--- src/rtl/rgbhsi_pkg.sv ---
// Shared widths and constants for the RGB to HSI converter.
`default_nettype none
package rgbhsi_pkg;
    localparam int CORDIC_STEPS = 24;
    localparam int ANG_BITS     = 20;
    localparam int CW           = 28;   // CORDIC x/y width
    localparam int ZW           = 30;   // angle accumulator width
    localparam int DIV_STEPS    = 25;   // quotient bits per divide
    localparam int NUM_W        = 35;   // dividend width
    localparam int DEN_W        = NUM_W - DIV_STEPS;
    localparam int HUE_W        = 15;
    localparam int FRAC_W       = 17;

    localparam logic [25:0] ATAN_TAB [CORDIC_STEPS] = '{
        26'd47185920, 26'd27855475, 26'd14718068, 26'd7471121, 26'd3750058,
        26'd1876857, 26'd938658, 26'd469357, 26'd234682, 26'd117342,
        26'd58671, 26'd29335, 26'd14668, 26'd7334, 26'd3667, 26'd1833,
        26'd917, 26'd458, 26'd229, 26'd115, 26'd57, 26'd29, 26'd14, 26'd7
    };

    typedef logic signed [CW-1:0] cord_t;
    typedef logic signed [ZW-1:0] ang_t;
endpackage
`default_nettype wire

--- src/rtl/rgbhsi_div.sv ---
// Pipelined restoring divider, one quotient bit per stage.
`default_nettype none
module rgbhsi_div (
    input  wire logic                            clk,
    input  wire logic                            en,
    input  wire logic [rgbhsi_pkg::NUM_W-1:0]    num,
    input  wire logic [rgbhsi_pkg::DEN_W-1:0]    den,
    output logic      [rgbhsi_pkg::DIV_STEPS-1:0] quo
);
    import rgbhsi_pkg::*;

    logic [DEN_W-1:0]     rem_reg [DIV_STEPS];
    logic [DIV_STEPS-1:0] low_reg [DIV_STEPS];
    logic [DIV_STEPS-1:0] q_reg   [DIV_STEPS];
    logic [DEN_W-1:0]     den_reg [DIV_STEPS];

    for (genvar k = 0; k < DIV_STEPS; k++) begin : g_step
        logic [DEN_W-1:0]     rem_in;
        logic [DIV_STEPS-1:0] low_in;
        logic [DIV_STEPS-1:0] q_in;
        logic [DEN_W-1:0]     den_in;
        logic [DEN_W:0]       trial;
        logic                 ge;
        logic [DEN_W-1:0]     rem_next;

        if (k == 0) begin : g_first
            assign rem_in = num[NUM_W-1:DIV_STEPS];
            assign low_in = num[DIV_STEPS-1:0];
            assign q_in   = '0;
            assign den_in = den;
        end
        else begin : g_later
            assign rem_in = rem_reg[k-1];
            assign low_in = low_reg[k-1];
            assign q_in   = q_reg[k-1];
            assign den_in = den_reg[k-1];
        end

        assign trial = {rem_in, low_in[DIV_STEPS-1]};
        assign ge    = trial >= {1'b0, den_in};
        always_comb
        begin
            if (ge)
                rem_next = DEN_W'(trial - {1'b0, den_in});
            else
                rem_next = trial[DEN_W-1:0];
        end

        always_ff @(posedge clk)
        begin
            if (en)
            begin
                rem_reg[k] <= rem_next;
                low_reg[k] <= {low_in[DIV_STEPS-2:0], 1'b0};
                q_reg[k]   <= {q_in[DIV_STEPS-2:0], ge};
                den_reg[k] <= den_in;
            end
        end
    end

    assign quo = q_reg[DIV_STEPS-1];
endmodule
`default_nettype wire

--- config.mk ---
export PLATFORM = sky130hd
export DESIGN_NAME = rgbhsi_div
export DESIGN_NICKNAME = d
export VERILOG_FILES = /design/src/rtl/rgbhsi_pkg.sv /design/src/rtl/rgbhsi_div.sv
export SDC_FILE = /design/constraint.sdc
export NUM_CORES = 1
export LEC_CHECK = 0
export BUFFER_PORTS_ARGS = -buffer_cell sky130_fd_sc_hd__buf_2
export CAP_MARGIN = 20
export CORE_AREA = 2 2 297 299
export CTS_CLUSTER_DIAMETER = 40
export DETAILED_ROUTE_END_ITERATION = 8
export DIE_AREA = 0 0 299 301
export GPL_ROUTABILITY_DRIVEN = 0
export GPL_TIMING_DRIVEN = 0
export HOLD_SLACK_MARGIN = 0.03
export PLACE_DENSITY = 0.76
export RECOVER_POWER = 100
export SLEW_MARGIN = 20
export SYNTH_ARGS = -nofsm -noshare
export SYNTH_HDL_FRONTEND = slang
export SYNTH_SLANG_ARGS = --single-unit
--- constraint.sdc ---
create_clock -name clk -period 3.4 [get_ports clk]
set_input_delay 0.34 -clock clk [delete_from_list [all_inputs] [get_ports clk]]
set_output_delay 0.34 -clock clk [all_outputs]
set_load 0.005 [all_outputs]
# Word-level counts from Yosys, hierarchy flattened
# Memories as Yosys holds them, arrays and structs flattened.
# Index checks and enable logic that the tools add are counted.
[word_totals] register_bits=0 ramBits=1725 input_bits=47 elab_cells=81 n_memories=4
[mem_list] name="q_reg" words=25 word_bits=25 rd=25 rd_clocked_by_memory_dff=0 write_ports=25 line="rgbhsi_div.sv:14" text="logic [DIV_STEPS-1:0] q_reg [DIV_STEPS];"
[mem_list] name="low_reg" words=25 word_bits=24 rd=24 rd_clocked_by_memory_dff=0 write_ports=25 line="rgbhsi_div.sv:13" text="logic [DIV_STEPS-1:0] low_reg [DIV_STEPS];"
[mem_list] name="den_reg" words=25 word_bits=10 rd=24 rd_clocked_by_memory_dff=0 write_ports=25 line="rgbhsi_div.sv:15" text="logic [DEN_W-1:0] den_reg [DIV_STEPS];"
[mem_list] name="rem_reg" words=25 word_bits=10 rd=24 rd_clocked_by_memory_dff=0 write_ports=25 line="rgbhsi_div.sv:12" text="logic [DEN_W-1:0] rem_reg [DIV_STEPS];"
[op_classes] addsub=25 n_lt_le_gt_ge=25 muxes=27
[ops] cell="$ge 11x10->1" n=25
[ops] cell="$mux 10" n=25
[ops] cell="$sub 10x10->10" n=25
[ops] cell="$mux 1" n=2

# Logic depth before layout (Yosys ltp)
# Gate-level depths: netlist of the first run.
# An unclocked memory read counts as a cell.
[depth] depth_word=3 ltp_mapped=10 ltp_nobuf=10

# Worst setup path after synthesis of the first run
# OpenSTA, ideal clock, no wires.
[synth_path] kind="register to register" start="memory low_reg[0][167] in the netlist's numbering" end="memory rem_reg[0][78] in the netlist's numbering (data pin)" t_arrival_ns=2.053 required_time_ns=3.140 slack_ns=1.087 path_stages_with_launch=11 period_less_slack_ns=2.313 cell_sequence="edfxtp_1 inv_1 ha_1 inv_1 fa_1 a211o_1 a21oi_1 o21ai_0 a21oi_1 xnor2_1 mux2_2"
[synth_rtl] element="start: declaration" line="rgbhsi_div.sv:13"
[synth_rtl] element="end: declaration" line="rgbhsi_div.sv:12"

==> qor.txt, run 1 <==
status: complete, but fails checks
failing checks: max-capacitance violations, max-slew violations
max FFs per register: 325
first-pass GRT wire length: 123400 um
TritonRoute pass-1 iters: 5
maxcap violations: 1
Ys Warns: 0
crit end category: register
RSZ-0062 raised after global routing: false
Syn Area/Cell: 15.46 sq um
top-count cell post-synth: edfxtp_1
die height: 301 um
R2R depth: 7
via count: 24780
slew of the pin with the lowest slew margin: 1.929 ns
Synth Register Bits: 1105
Layout Cells excl Fill: 4624
TritonCTS Buffers: 150
Worst Hold Path Cells: 2
P&R area growth vs syn: 15.89%
Gate Count Post-Synth: 3066
DP Worst Slack: 0.1464 ns
Die Span X: 299 um
fin crit period: 3.124 ns
worst path required time: 3.87 ns
cell area after synthesis: 0.04741 sq mm
Net Sw Frac: 29.29%
Clock Power Share: 32.1%
I/O pin count: 72
Slew HR: -28.57%
Critical Path Fanout Max: 10
synth top area cells: edfxtp_1, ha_1, mux2_2
Final Skew: 0.02235 ns
worst r2r src: rem_reg[2][60]$_DFFE_PP_
Psw: 14.38 mW
Gate power share: 28.2%
routed wire length: 74910 um
placed cells: 4301
Vias/cell: 5.358
Synth top area share: 69.99%
most instantiated cells after synthesis: edfxtp_1, inv_1, ha_1
Post-synth ARST share: 0%
DPL Wire Length: 48140 um
drc violations: 0
CP Launch Point: rem_reg[2][60]$_DFFE_PP_
total grt overflow: 0
Total GRT Usage: 16.95%
number of synthesized flops with an enable pin: 1105
post-route setup TNS: 0 ns
fin util: 63.54%
Mapped Nets: 3387
core area: 0.08648 sq mm
Antenna Cells: 0
Worst EP arrival: 3.60 ns
initial antenna violation count: 0
kind of critical path: reg2reg
starting density of the core: 54.82%
Fin. Hold Viols: 0
Register Area: 0.03318 sq mm
multi-input logic area: 0.01280 sq mm
period utilization: 91.87%
r2r endpoint: rem_reg[2][78]$_DFFE_PP_
Std-Cell Rows: 108
worst vdd ir: 592.6 uV
achievable frequency: 0.3201 GHz
Detailed Route Iter0 Violations: 1406
Power per Cell Area: 893.6 mW/mm^2
Seq/Total Area, Yosys: 69.99%
cell-internal power: 34.72 mW
cell taking the most area after synthesis: edfxtp_1
# setup viols final: 0
Seq pwr share: 39.7%
number of global-route vias before repair: 25240
Worst R2R Setup Slack: 0.28 ns
Clock Pin Slew Worst Setup and Hold Paths: 0.06 ns
CTS tree: done
Top FF cell, synth: edfxtp_1
Die ar.: 0.09000 sq mm
Final ANT Viol Nets: 0
fill count: 6203
Slew Limit Fails: 142
library cells used by synthesis: 41
largest net degree at the start of global routing: 142
Hold Crit Class: in2reg
clock sinks: 1105
Worst-Skew Late Latency: 0.74 ns
number of port buffers: 71
clk buf depth: 3
Startpoint Class: register
hold slack: 0.3061 ns
htree depth: 4
crit path to: rem_reg[2][78]$_DFFE_PP_
CTS Root Cell: clkbuf_16
leakage: 21.06 nW
fraction of layout instances using a drive strength above 1: 13.75%
fin worst setup slack: 0.2763 ns
wire per inst: 16.20 um
nets@finish: 3665
how the worst min path moves through the flow:
stage,startpoint,to,slack (ns)
floorplan,low_reg[0][75]$_DFFE_PP_,low_reg[0][100]$_DFFE_PP_,0.40
global placement,q_reg[4][94]$_DFFE_PP_,q_reg[5][20]$_DFFE_PP_,0.40
detailed placement,low_reg[0][78]$_DFFE_PP_,low_reg[0][103]$_DFFE_PP_,0.40
CTS,num[34],q_reg[0][0]$_DFFE_PP_,0.19
global route,num[19],low_reg[0][19]$_DFFE_PP_,0.29
finish,num[23],low_reg[0][23]$_DFFE_PP_,0.31
layer usage:
layer | wire [um] | share of wire (%) | vias up | GRT usage (%)
met5 | 0 | 0 | - | 0
met4 | 2210 | 3.0 | 0 | 7.345
met3 | 3198 | 4.3 | 170 | 3.535
met2 | 38840 | 52 | 497 | 29.97
met1 | 30660 | 41 | 11950 | 20.07
li1 | - | - | 12160 | -
final cells by class:
class | instances | share of cell area (%)
Tap cell | 1155 | 2.630
Buffer | 18 | 0.1230
Clock inverter | 110 | 2.443
Inverter | 338 | 2.309
Sequential cell | 1105 | 60.39
Clock buffer | 167 | 6.986
Timing Repair Buffer | 126 | 1.824
Multi-Input combinational cell | 1605 | 23.30
power groups by stage:
stage | combinational, mW | clock, mW | sequential, mW
3_3_place_gp | 13.4 | 0 | 20.1
2_1_floorplan | 11.0 | 0 | 19.3
5_1_grt | 15.4 | 16.7 | 19.7
4_1_cts | 14.1 | 16.1 | 19.5
3_5_place_dp | 13.9 | 0 | 19.7
6_report | 13.9 | 15.8 | 19.5
metrics by stage:
| stage | total power [mW] | area, sq um |
|---|---|---|
| floorplan | 30.30 | 47410 |
| global placement | 33.54 | 49210 |
| detailed placement | 33.63 | 49480 |
| CTS | 49.75 | 55120 |
| global route | 51.87 | 54950 |
| finish | 49.10 | 54950 |
layout by cell type, fill, tap and decap left out, types with 23 or more instances in the layout:
master	count
buf_2	44
ha_1	250
a21oi_1	216
clkbuf_1	60
clkbuf_16	151
a211o_1	26
a21o_1	69
xnor2_1	72
fa_1	24
edfxtp_1	1105
mux2_1	32
nand2b_1	36
xor2_1	60
o21ai_0	112
mux2i_1	23
dlygate4sd3_1	46
o21bai_1	24
inv_1	338
nand2_1	117
o21a_1	55
nor2_1	124
a211oi_1	47
mux2_2	174
logic make-up (layout without fill, tap and decap cells):
group / Yosys count / in the layout / synth area share [%]
DFF: 1105 / 1105 / 69.99
AOI/OAI and AO/OA: 632 / 632 / 8.440
buffers and inverters: 356 / 759 / 2.892
and+or+nand+nor: 338 / 338 / 3.191
adders and majority gates: 274 / 274 / 7.611
muxes: 229 / 229 / 5.442
xor gates and xnor gates: 132 / 132 / 2.438
critical path, stage by stage, from the launching register on:
cell and delay, ns:
edfxtp_1 0.45, ha_1 0.35, nor2b_1 0.21, o31a_1 0.25, o32ai_1 0.17, o31ai_1 0.58
clkbuf_1 0.46, mux2_2 0.40
repair_timing:
| item | 4_1_cts | 5_1_grt |
|---|---|---|
| setup endpoints to repair | 0 | 0 |
| hold endpoints to repair | 57 | 0 |
| gates resized for setup | 0 | 0 |
| buffers inserted | 0 | 0 |
| hold buffers | 46 | 0 |
Power figures use the tool's default switching activity.
==> run 2: changes to the inputs <==
--- a/config.mk
+++ b/config.mk
@@ -7,14 +7,14 @@
 export LEC_CHECK = 0
 export BUFFER_PORTS_ARGS = -buffer_cell sky130_fd_sc_hd__buf_2
 export CAP_MARGIN = 20
-export CORE_AREA = 2 2 297 299
+export CORE_AREA = 2 2 274 276
 export CTS_CLUSTER_DIAMETER = 40
 export DETAILED_ROUTE_END_ITERATION = 8
-export DIE_AREA = 0 0 299 301
+export DIE_AREA = 0 0 276 278
 export GPL_ROUTABILITY_DRIVEN = 0
 export GPL_TIMING_DRIVEN = 0
 export HOLD_SLACK_MARGIN = 0.03
-export PLACE_DENSITY = 0.76
+export PLACE_DENSITY = 0.86
 export RECOVER_POWER = 100
 export SLEW_MARGIN = 20
 export SYNTH_ARGS = -nofsm -noshare
==> run 2 against run 1 <==
Compared with the run above:
- the flow finishes with violations (design-rule violations, max-capacitance violations, max-slew violations)
- combinational power grew 5%
- power shrank 0.53%
- cell area shrank 1.4%
- critical path depth shrank 1
- clock power shrank 8%
==> qor.txt, run 2 (synthesized netlist as in run 1, its figures left out) <==
status: complete, but fails checks
failing checks: design-rule violations, max-capacitance violations, max-slew violations
Antenna Cells: 0
DPL Wire Length: 51710 um
Final ANT Viol Nets: 0
CTS Root Cell: clkbuf_16
Pwr Total: 48.84 mW
commonest non-fill, non-tap cells in the layout: edfxtp_1, inv_1, ha_1, a21oi_1, mux2_2
slew of the pin with the lowest slew margin: 2.009 ns
starting density of the core: 64.23%
I/O pin count: 72
Worst EP arrival: 3.53 ns
Worst Path Buf+Inv: 0
Vias/cell: 5.920
worst vdd ir: 569.3 uV
max FFs per register: 325
wire per inst: 18.95 um
number of port buffers: 71
routed wire length: 83590 um
CTS tree: done
largest net degree at the start of global routing: 165
clk buf depth: 3
core area: 0.07382 sq mm
leakage: 20.82 nW
Die ar.: 0.07673 sq mm
Startpoint Class: register
Critical Path Fanout Max: 6
P&R area growth vs syn: 14.24%
via count: 26120
Slew Limit Fails: 136
Final Skew: 0.02121 ns
Largest stage delay, worst path: 0.75 ns
Std-Cell Rows: 100
critical path, cell by cell: ha_1 > o21ai_0 > a21oi_1 > o21ai_0 > o311ai_0 > mux2_1
achievable frequency: 0.3221 GHz
kind of critical path: reg2reg
Fin. Hold Viols: 0
# setup viols final: 0
hold slack: 0.1541 ns
Power per Cell Area: 901.8 mW/mm^2
post-route setup TNS: 0 ns
crit-path most repeated cell: o21ai_0
nets@finish: 3652
clock sinks: 1105
die height: 278 um
period utilization: 91.30%
Hold Crit Class: in2reg
worst path required time: 3.83 ns
total grt overflow: 0
Detailed Route Iter0 Violations: 2183
htree depth: 4
Worst-Skew Late Latency: 0.71 ns
Crit-path slowest cell: o21ai_0
TritonRoute pass-1 iters: 8
Total GRT Usage: 21.86%
Die Span X: 276 um
cell family contributing the most delay on the critical path: compound AO/OA/AOI/OAI gates
fin crit period: 3.104 ns
initial antenna violation count: 0
fraction of layout instances using a drive strength above 1: 12.87%
first-pass GRT wire length: 134700 um
maxcap violations: 1
number of global-route vias before repair: 27270
commonest non-fill, non-tap cell in the layout: edfxtp_1
TritonCTS Buffers: 141
RSZ-0062 raised after global routing: false
drc violations: 2
crit end category: register
Clock Pin Slew Worst Setup and Hold Paths: 0.06 ns
Slew HR: -33.90%
run 2: worst paths after layout:
path	from	to	slack (ns)	cells past startpoint
worst max-delay path	rem_reg[1][41]$_DFFE_PP_	rem_reg[1][59]$_DFFE_PP_	0.30	6
worst min-delay path	num[34]	rem_reg[0][9]$_DFFE_PP_	0.15	4
worst max register to register	rem_reg[1][41]$_DFFE_PP_	rem_reg[1][59]$_DFFE_PP_	0.30	6
worst min register to register	q_reg[4][27]$_DFFE_PP_	q_reg[4][53]$_DFFE_PP_	0.40	0
run 2: worst reg2reg max path, stage by stage (launching register included):
cell,delay [ns]
edfxtp_1,0.44
ha_1,0.43
o21ai_0,0.23
a21oi_1,0.12
o21ai_0,0.75
o311ai_0,0.42
mux2_1,0.45
run 2: per-layer routing:
layer  vias up  track usage [%]  wire (um)
met2       957            39.99      44670
met5         -                0          0
li1      12120                -          -
met1     12710            24.23      31140
met3       335            3.979       3999
met4         0            11.81       3782
run 2: report_power, final:
group          internal, mW  switching, mW
Sequential             18.4           1.20
Combinational          6.57           8.02
Clock                  8.96           5.69
run 2: final cells by class:
type,instances,area [sq um]
clock buffers,156,3670
multi-input cells,1605,12800
plain buffers,18,75.07
flip-flops and latches,1105,33180
fillers,4307,19660
clock inverters,99,1021
well taps,969,1212
repair buffers,122,932.1
inverters,338,1269
run 2: repair_timing:
action | 4_1_cts | 5_1_grt
hold buffers | 44 | 0
resized for setup | 0 | 0
hold endpoints to repair | 44 | 0
setup buffers | 0 | 0
run 2: stage by stage:
| step | setup WS, ns | instance area [sq um] | utilization (%) | std cells |
|---|---|---|---|---|
| floorplan | 1.088 | 47410 | - | 3066 |
| CTS | 0.5310 | 54320 | 73.58 | 4412 |
| global route | 0.2152 | 54160 | 73.37 | 4412 |
| global placement | -14.46 | 48980 | 66.35 | 4106 |
| detailed placement | 0.6818 | 49190 | 66.63 | 4113 |
| finish | 0.2958 | 54160 | 73.37 | 4412 |
